$ cat src/hw/rtl/tlbpt_pkg.sv
// Shared widths for the TLB page translator.
`default_nettype none

package tlbpt_pkg;

  // Fixed field widths of the ports.
  localparam int unsigned ADDR_W  = 16;
  localparam int unsigned FRAME_W = 8;
  localparam int unsigned CNT_W   = 32;
  // Working width for address slicing and extension.
  localparam int unsigned WIDE_W  = 32;

  typedef logic [CNT_W-1:0] cnt_t;

  // Saturating increment for the running totals.
  function automatic cnt_t sat_inc(input cnt_t v);
    cnt_t r;
    r = (v == '1) ? v : v + cnt_t'(1);
    return r;
  endfunction

endpackage

`default_nettype wire

$ cat src/hw/rtl/tlb_page_translator_unit.sv
// TLB page translator: fully associative TLB with FIFO refill, page table behind it.
// An accepted word is held in the input reg (s1), then moves on to the result reg.
// Throughput: one word per cycle unless out_ready_i stalls; TLB compare, page-table
// lookup and all state updates complete in the single pass from input reg to result reg.
// Reset (rst_ni low, async): TLB empty, all pages unmapped, FIFO slot, free frame and
// both totals cleared; page-table frames are left as they are and only read once mapped.
`default_nettype none

module tlb_page_translator_unit
  import tlbpt_pkg::*;
#(
  parameter int unsigned OFFSET_BITS = 8,
  parameter int unsigned PAGE_BITS   = 8,
  parameter int unsigned TLB_ENTRIES = 16
) (
  input  wire logic               clk_i,
  input  wire logic               rst_ni,
  // input channel
  input  wire logic               in_valid_i,
  output logic                    in_ready_o,
  input  wire logic [ADDR_W-1:0]  logical_address_i,
  // result channel
  output logic                    out_valid_o,
  input  wire logic               out_ready_i,
  output logic      [ADDR_W-1:0]  physical_address_o,
  output logic      [FRAME_W-1:0] frame_number_o,
  output logic                    tlb_hit_o,
  output logic                    page_fault_o,
  output logic      [CNT_W-1:0]   hit_total_o,
  output logic      [CNT_W-1:0]   fault_total_o
);

  localparam int unsigned NUM_PAGES = 1 << PAGE_BITS;
  localparam int unsigned SLOT_W    = $clog2(TLB_ENTRIES);
  localparam int unsigned FREE_W    = PAGE_BITS + 1;

  typedef logic [PAGE_BITS-1:0] page_t;

  // ---------------------------------------------------------------------------
  // Handshake: input stage s1 feeds the result register; advance s1 whenever
  // the result register is empty or being drained.
  // ---------------------------------------------------------------------------
  logic              s1_valid_q;
  logic [ADDR_W-1:0] s1_addr_q;
  logic              out_valid_q;
  logic              out_free;
  logic              s1_adv;
  logic              in_acc;

  assign out_free   = !out_valid_q || out_ready_i;
  assign s1_adv     = s1_valid_q && out_free;
  assign in_ready_o = !s1_valid_q || out_free;
  assign in_acc     = in_valid_i && in_ready_o;

  // Page number of the incoming word (drives the page-table read address).
  logic [WIDE_W-1:0] in_addr_ext;
  page_t             in_page;

  assign in_addr_ext = WIDE_W'(logical_address_i) >> OFFSET_BITS;
  assign in_page     = in_addr_ext[PAGE_BITS-1:0];

  // Page number and offset of the word in s1.
  logic [WIDE_W-1:0]      s1_addr_ext;
  page_t                  s1_page;
  logic [OFFSET_BITS-1:0] s1_offset;

  assign s1_addr_ext = WIDE_W'(s1_addr_q) >> OFFSET_BITS;
  assign s1_page     = s1_addr_ext[PAGE_BITS-1:0];
  assign s1_offset   = s1_addr_q[OFFSET_BITS-1:0];

  always_ff @(posedge clk_i or negedge rst_ni) begin
    if (!rst_ni) begin
      s1_valid_q <= 1'b0;
    end else if (in_ready_o) begin
      s1_valid_q <= in_valid_i;
    end
  end

  always_ff @(posedge clk_i) begin
    if (in_acc) begin
      s1_addr_q <= logical_address_i;
    end
  end

  // ---------------------------------------------------------------------------
  // TLB: tags, frames and valid bits in flops, compared in parallel.
  // Lowest-numbered matching slot wins.
  // ---------------------------------------------------------------------------
  logic [TLB_ENTRIES-1:0] tlb_valid_q;
  page_t                  tlb_tag_q   [TLB_ENTRIES];
  page_t                  tlb_frame_q [TLB_ENTRIES];
  logic [TLB_ENTRIES-1:0] tlb_match;
  logic                   tlb_hit;
  page_t                  tlb_frame;

  always_comb begin
    tlb_frame = '0;
    for (int unsigned k = 0; k < TLB_ENTRIES; k++) begin
      tlb_match[k] = tlb_valid_q[k] && (tlb_tag_q[k] == s1_page);
    end
    for (int k = TLB_ENTRIES - 1; k >= 0; k--) begin
      if (tlb_match[k]) begin
        tlb_frame = tlb_frame_q[k];
      end
    end
  end

  assign tlb_hit = |tlb_match;

  // ---------------------------------------------------------------------------
  // Page table: frames in RAM, mapped bits in flops.
  // The read is issued when a word enters s1; forward the write made in that
  // same cycle when it hits the same page.
  // ---------------------------------------------------------------------------
  logic [NUM_PAGES-1:0] map_valid_q;
  logic [FREE_W-1:0]    free_frame_q;
  page_t                ram_rdata;
  logic                 fwd_q;
  page_t                fwd_data_q;
  page_t                tbl_frame;
  logic                 miss;
  logic                 fault;
  page_t                new_frame;
  logic                 map_we;

  assign miss      = !tlb_hit;
  assign fault     = miss && !map_valid_q[s1_page];
  assign new_frame = free_frame_q[PAGE_BITS-1:0];
  assign map_we    = s1_adv && fault;
  assign tbl_frame = fwd_q ? fwd_data_q : ram_rdata;

  tlbpt_ram #(
    .WIDTH (PAGE_BITS),
    .DEPTH (NUM_PAGES)
  ) u_map_ram (
    .clk_i   (clk_i),
    .we_i    (map_we),
    .waddr_i (s1_page),
    .wdata_i (new_frame),
    .re_i    (in_acc),
    .raddr_i (in_page),
    .rdata_o (ram_rdata)
  );

  always_ff @(posedge clk_i or negedge rst_ni) begin
    if (!rst_ni) begin
      fwd_q <= 1'b0;
    end else if (in_acc) begin
      fwd_q <= map_we && (s1_page == in_page);
    end
  end

  always_ff @(posedge clk_i) begin
    if (in_acc) begin
      fwd_data_q <= new_frame;
    end
  end

  // Frame for this word: TLB, freshly given frame, or the page table.
  page_t frame;

  always_comb begin
    if (tlb_hit) begin
      frame = tlb_frame;
    end else if (fault) begin
      frame = new_frame;
    end else begin
      frame = tbl_frame;
    end
  end

  // ---------------------------------------------------------------------------
  // State update on advance.
  // ---------------------------------------------------------------------------
  logic [SLOT_W-1:0] fifo_slot_q;
  logic [SLOT_W-1:0] fifo_slot_d;
  logic [FREE_W-1:0] free_frame_d;
  cnt_t              hit_cnt_q;
  cnt_t              hit_cnt_d;
  cnt_t              fault_cnt_q;
  cnt_t              fault_cnt_d;

  assign fifo_slot_d  = (fifo_slot_q == SLOT_W'(TLB_ENTRIES - 1)) ?
                        '0 : fifo_slot_q + SLOT_W'(1);
  // Stop once every page has been given a frame (top bit set).
  assign free_frame_d = free_frame_q[PAGE_BITS] ? free_frame_q :
                        free_frame_q + FREE_W'(1);
  assign hit_cnt_d    = tlb_hit ? sat_inc(hit_cnt_q) : hit_cnt_q;
  assign fault_cnt_d  = fault ? sat_inc(fault_cnt_q) : fault_cnt_q;

  always_ff @(posedge clk_i or negedge rst_ni) begin
    if (!rst_ni) begin
      tlb_valid_q  <= '0;
      map_valid_q  <= '0;
      fifo_slot_q  <= '0;
      free_frame_q <= '0;
      hit_cnt_q    <= '0;
      fault_cnt_q  <= '0;
      for (int unsigned k = 0; k < TLB_ENTRIES; k++) begin
        tlb_tag_q[k]   <= '0;
        tlb_frame_q[k] <= '0;
      end
    end else if (s1_adv) begin
      hit_cnt_q   <= hit_cnt_d;
      fault_cnt_q <= fault_cnt_d;
      if (fault) begin
        map_valid_q[s1_page] <= 1'b1;
        free_frame_q         <= free_frame_d;
      end
      // Refill the FIFO slot on every miss.
      if (miss) begin
        tlb_valid_q[fifo_slot_q] <= 1'b1;
        tlb_tag_q[fifo_slot_q]   <= s1_page;
        tlb_frame_q[fifo_slot_q] <= frame;
        fifo_slot_q              <= fifo_slot_d;
      end
    end
  end

  // ---------------------------------------------------------------------------
  // Result register.
  // ---------------------------------------------------------------------------
  logic [WIDE_W-1:0] phys_ext;
  logic [WIDE_W-1:0] frame_ext;
  logic [ADDR_W-1:0]  phys_q;
  logic [FRAME_W-1:0] frame_q;
  logic               hit_q;
  logic               fault_q;
  cnt_t               hit_total_q;
  cnt_t               fault_total_q;

  assign phys_ext  = WIDE_W'({frame, s1_offset});
  assign frame_ext = WIDE_W'(frame);

  always_ff @(posedge clk_i or negedge rst_ni) begin
    if (!rst_ni) begin
      out_valid_q <= 1'b0;
    end else if (out_free) begin
      out_valid_q <= s1_valid_q;
    end
  end

  always_ff @(posedge clk_i) begin
    if (s1_adv) begin
      phys_q        <= phys_ext[ADDR_W-1:0];
      frame_q       <= frame_ext[FRAME_W-1:0];
      hit_q         <= tlb_hit;
      fault_q       <= fault;
      hit_total_q   <= hit_cnt_d;
      fault_total_q <= fault_cnt_d;
    end
  end

  assign out_valid_o        = out_valid_q;
  assign physical_address_o = phys_q;
  assign frame_number_o     = frame_q;
  assign tlb_hit_o          = hit_q;
  assign page_fault_o       = fault_q;
  assign hit_total_o        = hit_total_q;
  assign fault_total_o      = fault_total_q;

  // ---------------------------------------------------------------------------
  // Assertions.
  // ---------------------------------------------------------------------------

  // A fault maps the page, so the same page cannot fault again.
  assert property (@(posedge clk_i) disable iff (!rst_ni)
    map_we |=> map_valid_q[$past(s1_page)])
    else $error("faulted page not marked mapped");

  // Free-frame pointer never runs past the page count.
  assert property (@(posedge clk_i) disable iff (!rst_ni)
    free_frame_q <= FREE_W'(NUM_PAGES))
    else $error("free frame pointer out of range");

  // A hit and a fault never come together in one result.
  assert property (@(posedge clk_i) disable iff (!rst_ni)
    s1_adv |=> !(hit_q && fault_q))
    else $error("hit and fault in same result");

  // Each unsaturated hit moves the hit count up by exactly one.
  assert property (@(posedge clk_i) disable iff (!rst_ni)
    (s1_adv && tlb_hit && (hit_cnt_q != '1)) |=> (hit_cnt_q == $past(hit_cnt_q) + cnt_t'(1)))
    else $error("hit count did not advance");

endmodule

`default_nettype wire

$ cat src/hw/rtl/tlbpt_ram.sv
// Generic single-write, single-read RAM with registered read data.
`default_nettype none

module tlbpt_ram #(
  parameter int unsigned WIDTH = 8,
  parameter int unsigned DEPTH = 256
) (
  input  wire logic                     clk_i,
  input  wire logic                     we_i,
  input  wire logic [$clog2(DEPTH)-1:0] waddr_i,
  input  wire logic [WIDTH-1:0]         wdata_i,
  input  wire logic                     re_i,
  input  wire logic [$clog2(DEPTH)-1:0] raddr_i,
  output logic      [WIDTH-1:0]         rdata_o
);

  logic [WIDTH-1:0] mem_q [DEPTH];
  logic [WIDTH-1:0] rdata_q;

  always_ff @(posedge clk_i) begin
    if (we_i) begin
      mem_q[waddr_i] <= wdata_i;
    end
    // Read returns the old contents on a same-address write.
    if (re_i) begin
      rdata_q <= mem_q[raddr_i];
    end
  end

  assign rdata_o = rdata_q;

endmodule

`default_nettype wire

$ cat config.mk
export PLATFORM = sky130hd
export DESIGN_NAME = tlb_page_translator_unit
export DESIGN_NICKNAME = d
export VERILOG_FILES = /design/src/hw/rtl/tlbpt_pkg.sv /design/src/hw/rtl/tlb_page_translator_unit.sv /design/src/hw/rtl/tlbpt_ram.sv
export SDC_FILE = /design/constraint.sdc
export NUM_CORES = 2
export LEC_CHECK = 0
export BUFFER_PORTS_ARGS = -buffer_cell sky130_fd_sc_hd__buf_2
export CAP_MARGIN = 0
export CORE_MARGIN = 2
export CORE_UTILIZATION = 40
export CTS_CLUSTER_DIAMETER = 150
export DETAILED_ROUTE_END_ITERATION = 16
export PLACE_DENSITY = 0.62
export SETUP_SLACK_MARGIN = 0.3
export SLEW_MARGIN = 20
export SYNTH_ARGS = -nofsm -noshare
export SYNTH_HDL_FRONTEND = slang
export SYNTH_SLANG_ARGS = --single-unit
$ cat constraint.sdc
create_clock -name clk_i -period 5.4 [get_ports clk_i]
set_input_delay 1.08 -clock clk_i [delete_from_list [all_inputs] [get_ports clk_i]]
set_output_delay 1.08 -clock clk_i [all_outputs]
set_load 0.02 [all_outputs]
Yosys cells after proc, flatten, opt, wreduce, memory -nomap -nowiden
Memory sizes are Yosys's and may differ from the RTL's. A register that Yosys moved wholly into a read port is not among the register bits. Cells that the tools add are included.

Bits in registers: 722. Bits in writable memories: 2048. Bits of input ports: 20. Output and inout port bits: 92. Word-level logic and storage cells: 157. Memories: 1.

Memories: u_map_ram.mem_q (depth 256, width 8, read ports 1, clocked after memory_dff 1, wr ports 1, RTL line tlbpt_ram.sv:17) `logic [WIDTH-1:0] mem_q [DEPTH];`.

$add $sub $neg: 4. Order comparisons: 6. Equal/unequal tests: 20. Multiplexer cells: 37. Bitwise operators: 5. Reduce and logical (&&, ||, !) cells: 34.

Operator list (count): $bwmux W128 (2); $or A256 B256 Y256 (1); $mux W8 (20); $eq A8 B8 Y1 (17); $mux W32 (4); $add A32 B1 Y32 const B (2); $eq A32 B32 Y1 const B (2); $demux W8 S4 (1); $logic_and A1 B1 Y1 (24); $or A16 B16 Y16 (1); $reduce_or A16 Y1 (1); $add A9 B1 Y9 const B (1); $lt A8 B9 Y1 const B (1); $mux W9 (1); $bmux W1 S8 (1); $demux W1 S8 (1); $ge A8 B1 Y1 const B (1); $ge A5 B5 Y1 const B (1); $lt A4 B5 Y1 const B (1); $lt A5 B1 Y1 const B (1); $mux W1 (5); $not A4 Y5 (1); $add A4 B1 Y4 const B (1); $demux W1 S4 (1); other kinds (8) (14).

Depth between registers and ports, before layout
Word-level depth: 20. Gate-level depth with buffers: 21. Depth with buffers taken out: 10.

Hierarchy
From an unflattened synthesis, not the netlist that was laid out.

Cell total of the unflattened synthesis: 6329. Area total of the unflattened synthesis: 112436.6 um^2.

Modules (own cells, without submodules): tlbpt_ram (instances 1, cells an instance 3733, area an instance 79636.4 um^2, seq. area each 61739.2 um^2); tlb_page_translator_unit (instances 1, cells an instance 2596, area an instance 32800.2 um^2, seq. area each 18397.6 um^2).

Worst setup path after synthesis
OpenSTA, ideal clock, no wires.

Path kind: register to register. From: register free_frame_q[1]. To: register free_frame_q[4]. Setup time: 0.289 ns. Arrival time: 4.404 ns. Path slack: 0.707 ns. Stages on the path, launching flop included: 5. Path buffers: 0. Period minus slack after synthesis: 4.693 ns. Cells stage by stage: dfrtp_1 -> ha_1 -> nand3_1 -> nor4_1 -> xor2_1.

Longest elaborated chain between the ends: 1.

RTL lines: start: declaration (RTL line tlb_page_translator_unit.sv:116) `logic [FREE_W-1:0] free_frame_q;`; start signal: assignment (RTL line tlb_page_translator_unit.sv:208) `free_frame_q <= free_frame_d;`; $add A9 B1 Y9 (RTL line tlb_page_translator_unit.sv:187) `free_frame_q + FREE_W'(1);`.

No other way between the ends. A chain may end at the register's enable or synchronous reset.

Worst setup path after layout
From: register s1_addr_q[9]. To: memory u_map_ram.mem_q[209][1], enable pin.

Longest elaborated chain between the ends: 8. Elaborated cells on any way between the ends: 41.

RTL lines: start: declaration (RTL line tlb_page_translator_unit.sv:44) `logic [ADDR_W-1:0] s1_addr_q;`; start signal: assignment (RTL line tlb_page_translator_unit.sv:81) `s1_addr_q <= logical_address_i;`; parallel branches: the longest is 8 deep, another holds $bmux W1 S8; end: declaration (RTL line tlbpt_ram.sv:17).

Several ways; the timed one is not identified. The select of a mux whose other input is x is not followed.

==> run metrics <==
max cap viols=0; post-synthesis compound-gate area fraction=1.51%; routability congestion estimate=0.860; vias per inst=5.62; synthesized instance count=5775; die width=532 um; share of post-route cells with drive strength above 1=33.4%; Bufs on Longest Clock Path=4; Synthesized Nets=5802; Slew Limit Fails=0; status=finished clean; Hold Path Class=in2async; mapped cell area=112000 um^2; Post-synth EDFFs=2162; Data arrival, critical path=5.41 ns; met1 usage=27.5%; Lkg Pwr=45.1 nW; Slew @ Worst Pin=1.19 ns; Hold Vio Cnt, Final=0; number of synthesized register bits=2770; final clock skew=0.0607 ns; met2 Track Usage GR=31.8%; Vias=57000; router iterations before antenna repair=7; Iter 0 DRT Violations=5522; fin crit period=4.95 ns; Hold Buf Count CTS=0; FP Rows=193; startpoint types=flop; placed wire-length estimate=178 mm; drt wl/cell=27.8 um; simple-gate share of the synthesized area=4.90%; final wirelength=282 mm; sequential fraction of the synthesis area=71.8%; count of final setup violators=0; TritonCTS clock tree=built; Initial Utilization=40.3%; # port buffers=111; top_reg_cell synth=edfxtp_1; grt met3 use=3.58%; gr ovfl total=0; Clk Latency, worst-skew pair=0.88 ns; Area growth syn-to-layout=15.1%; Tot GR Track Use=19.7%; total clock sinks=2770; Avg Cell Area, Syn=19.3 um^2; power per cell area=416 nW/um^2; crit-path max FO=32; Peak Freq=202 MHz; global-route wire length before repair=414 mm; Post-Synth Adder-Cell Area=0.0784%; Setup TNS=0 ns; post-CTS setup buffer count=0; largest family of logic cells by synthesized area=multiplexers; mux share of post-synthesis cell area=17.9%; CP Capture Type=flop; clock edge transition at the registers on the reported setup and hold paths=0.06 ns; XOR/XNOR share of the synthesized area=2.11%; Netlist cell types=76; DRC Markers=0; die area=283000 um^2; root buffer cell=clkbuf_16; initial antenna violation count=13; io pins=112; Die Y=532 um; period utilization=91.6%; largest net degree at the start of global routing=194; htree depth=5; Resize count post-CTS=0; Synth Warn #=0; Synth async-reset ratio=21.9%; RSZ-0062 raised after global routing=no; Num CTS Buffers=291; core area=277000 um^2; Detail Route Antenna Nets=0; Worst Path Class, Setup=reg2reg; Critical Path RT=5.86 ns; Worst VDD drop=0.000344 V; GRT busiest layer=met2; vias in the first global route=58100; Slew HR=21.0%; WHS=0.219 ns; final net count=6241
==> report_power, final <==
part           switching [mW]  internal, mW
sequential               1.01          26.0
combinational            4.28          2.33
clock                    8.28          11.5
total                    13.6          39.8
==> cell families (layout without fill, tap and decap cells) <==
family,after synthesis,after routing
flip-flops,2770,2770
multiplexers,1049,1049
AND/OR/NAND/NOR,1042,1042
buffers and inverters,410,1078
XOR/XNOR,269,269
AO/OA/AOI/OAI,228,228
adder cells (fa/ha/maj),7,7
other,0,4
==> synth_stat cells, drive strengths merged (8+ instances only) <==
cell	n	area, um^2
a31oi	11	68.8
nand2b	16	100
nor2b	18	113
nor3	249	1260
buf	178	1060
a2111oi	8	76.3
o211ai	9	67.6
edfxtp	2162	64900
a21oi	28	140
or3	16	105
nand2	128	480
mux4	730	16500
nor2	156	588
o21ai	25	125
clkbuf	193	724
or2	205	1280
mux2	260	2930
nand4	47	294
nor4	34	213
dfrtp	608	15200
and3	37	231
nand3	108	583
inv	37	141
xor2	74	648
xnor2	195	1710
a211oi	13	97.6
mux2i	59	591
a22oi	20	150
o21bai	72	601
==> area by class of cell <==
cell class | count | area [um^2]
fillers | 23100 | 148000
flip-flops and latches | 2770 | 80200
multi-input cells | 2595 | 30000
clock buffers | 388 | 7930
well taps | 3705 | 4640
repair buffers | 517 | 4250
clock inverters | 134 | 1390
inverters | 39 | 151
diodes | 4 | 10.0
==> cells in the final DEF, fill, tap and decap left out, drive strengths merged, types with 156 or more instances in the layout <==
master	count
buf	517
or2	205
nor2	156
mux4	730
dfrtp	608
clkbuf	388
mux2	260
xnor2	195
edfxtp	2162
nor3	249
==> metal layers <==
layer / wire length, um / up-vias
met5: 21 / -
met4: 7390 / 4
met3: 19600 / 404
met2: 137000 / 2048
met1: 118000 / 30600
li1: - / 24000
==> registers in the layout, indices dropped and copies added (netlist names) <==
name and count:
u_map_ram.mem_q 2048, map_valid_q 256, tlb_frame_q 128, tlb_tag_q 128
fault_cnt_q 32, fault_total_o 32, hit_cnt_q 32, hit_total_o 32
physical_address_o 16, s1_addr_q 16, tlb_valid_q 16, free_frame_q 9
fwd_data_q 8, u_map_ram.rdata_o 8, fifo_slot_q 4, fwd_q 1
out_valid_o 1, page_fault_o 1, s1_valid_q 1, tlb_hit_o 1
==> final timing paths <==
kind	to	from	depth (start not counted)	slack, ns
setup / recovery	u_map_ram.mem_q[209][1]	s1_addr_q[9]	11	0.45
hold / removal	fault_cnt_q[17]	rst_ni	1	0.22
setup reg to reg	u_map_ram.mem_q[209][1]	s1_addr_q[9]	11	0.45
hold reg to reg	physical_address_o[0]	s1_addr_q[0]	0	0.43
max in group asynchronous	tlb_tag_q[116]	rst_ni	2	3.84
min in group clk_i	s1_addr_q[3]	logical_address_i[3]	1	0.42
==> worst max-delay path: stages (launching register included) <==
cell	delay, ns
edfxtp_1	0.66
buf_12	0.30
buf_4	0.26
mux4_2	0.58
a31oi_1	0.42
nand3_1	0.14
o21ai_1	0.17
nand3_1	0.14
or3_4	0.43
buf_12	0.20
buf_4	0.24
nor3_1	0.95
==> per-stage QoR <==
stage | utilization, % | total power [mW] | std cells | setup slack (ns) | area (um^2)
2_1_floorplan | - | 31.5 | 5775 | 0.707 | 112000
3_3_place_gp | 42.9 | 33.8 | 9614 | 0.466 | 119000
3_5_place_dp | 43.0 | 34.1 | 9624 | 0.511 | 119000
4_1_cts | 46.3 | 53.8 | 10100 | 0.458 | 128000
5_1_grt | 46.4 | 55.3 | 10100 | 0.327 | 128000
6_report | 46.4 | 53.4 | 10200 | 0.453 | 129000
Power figures use the tool's default switching activity.
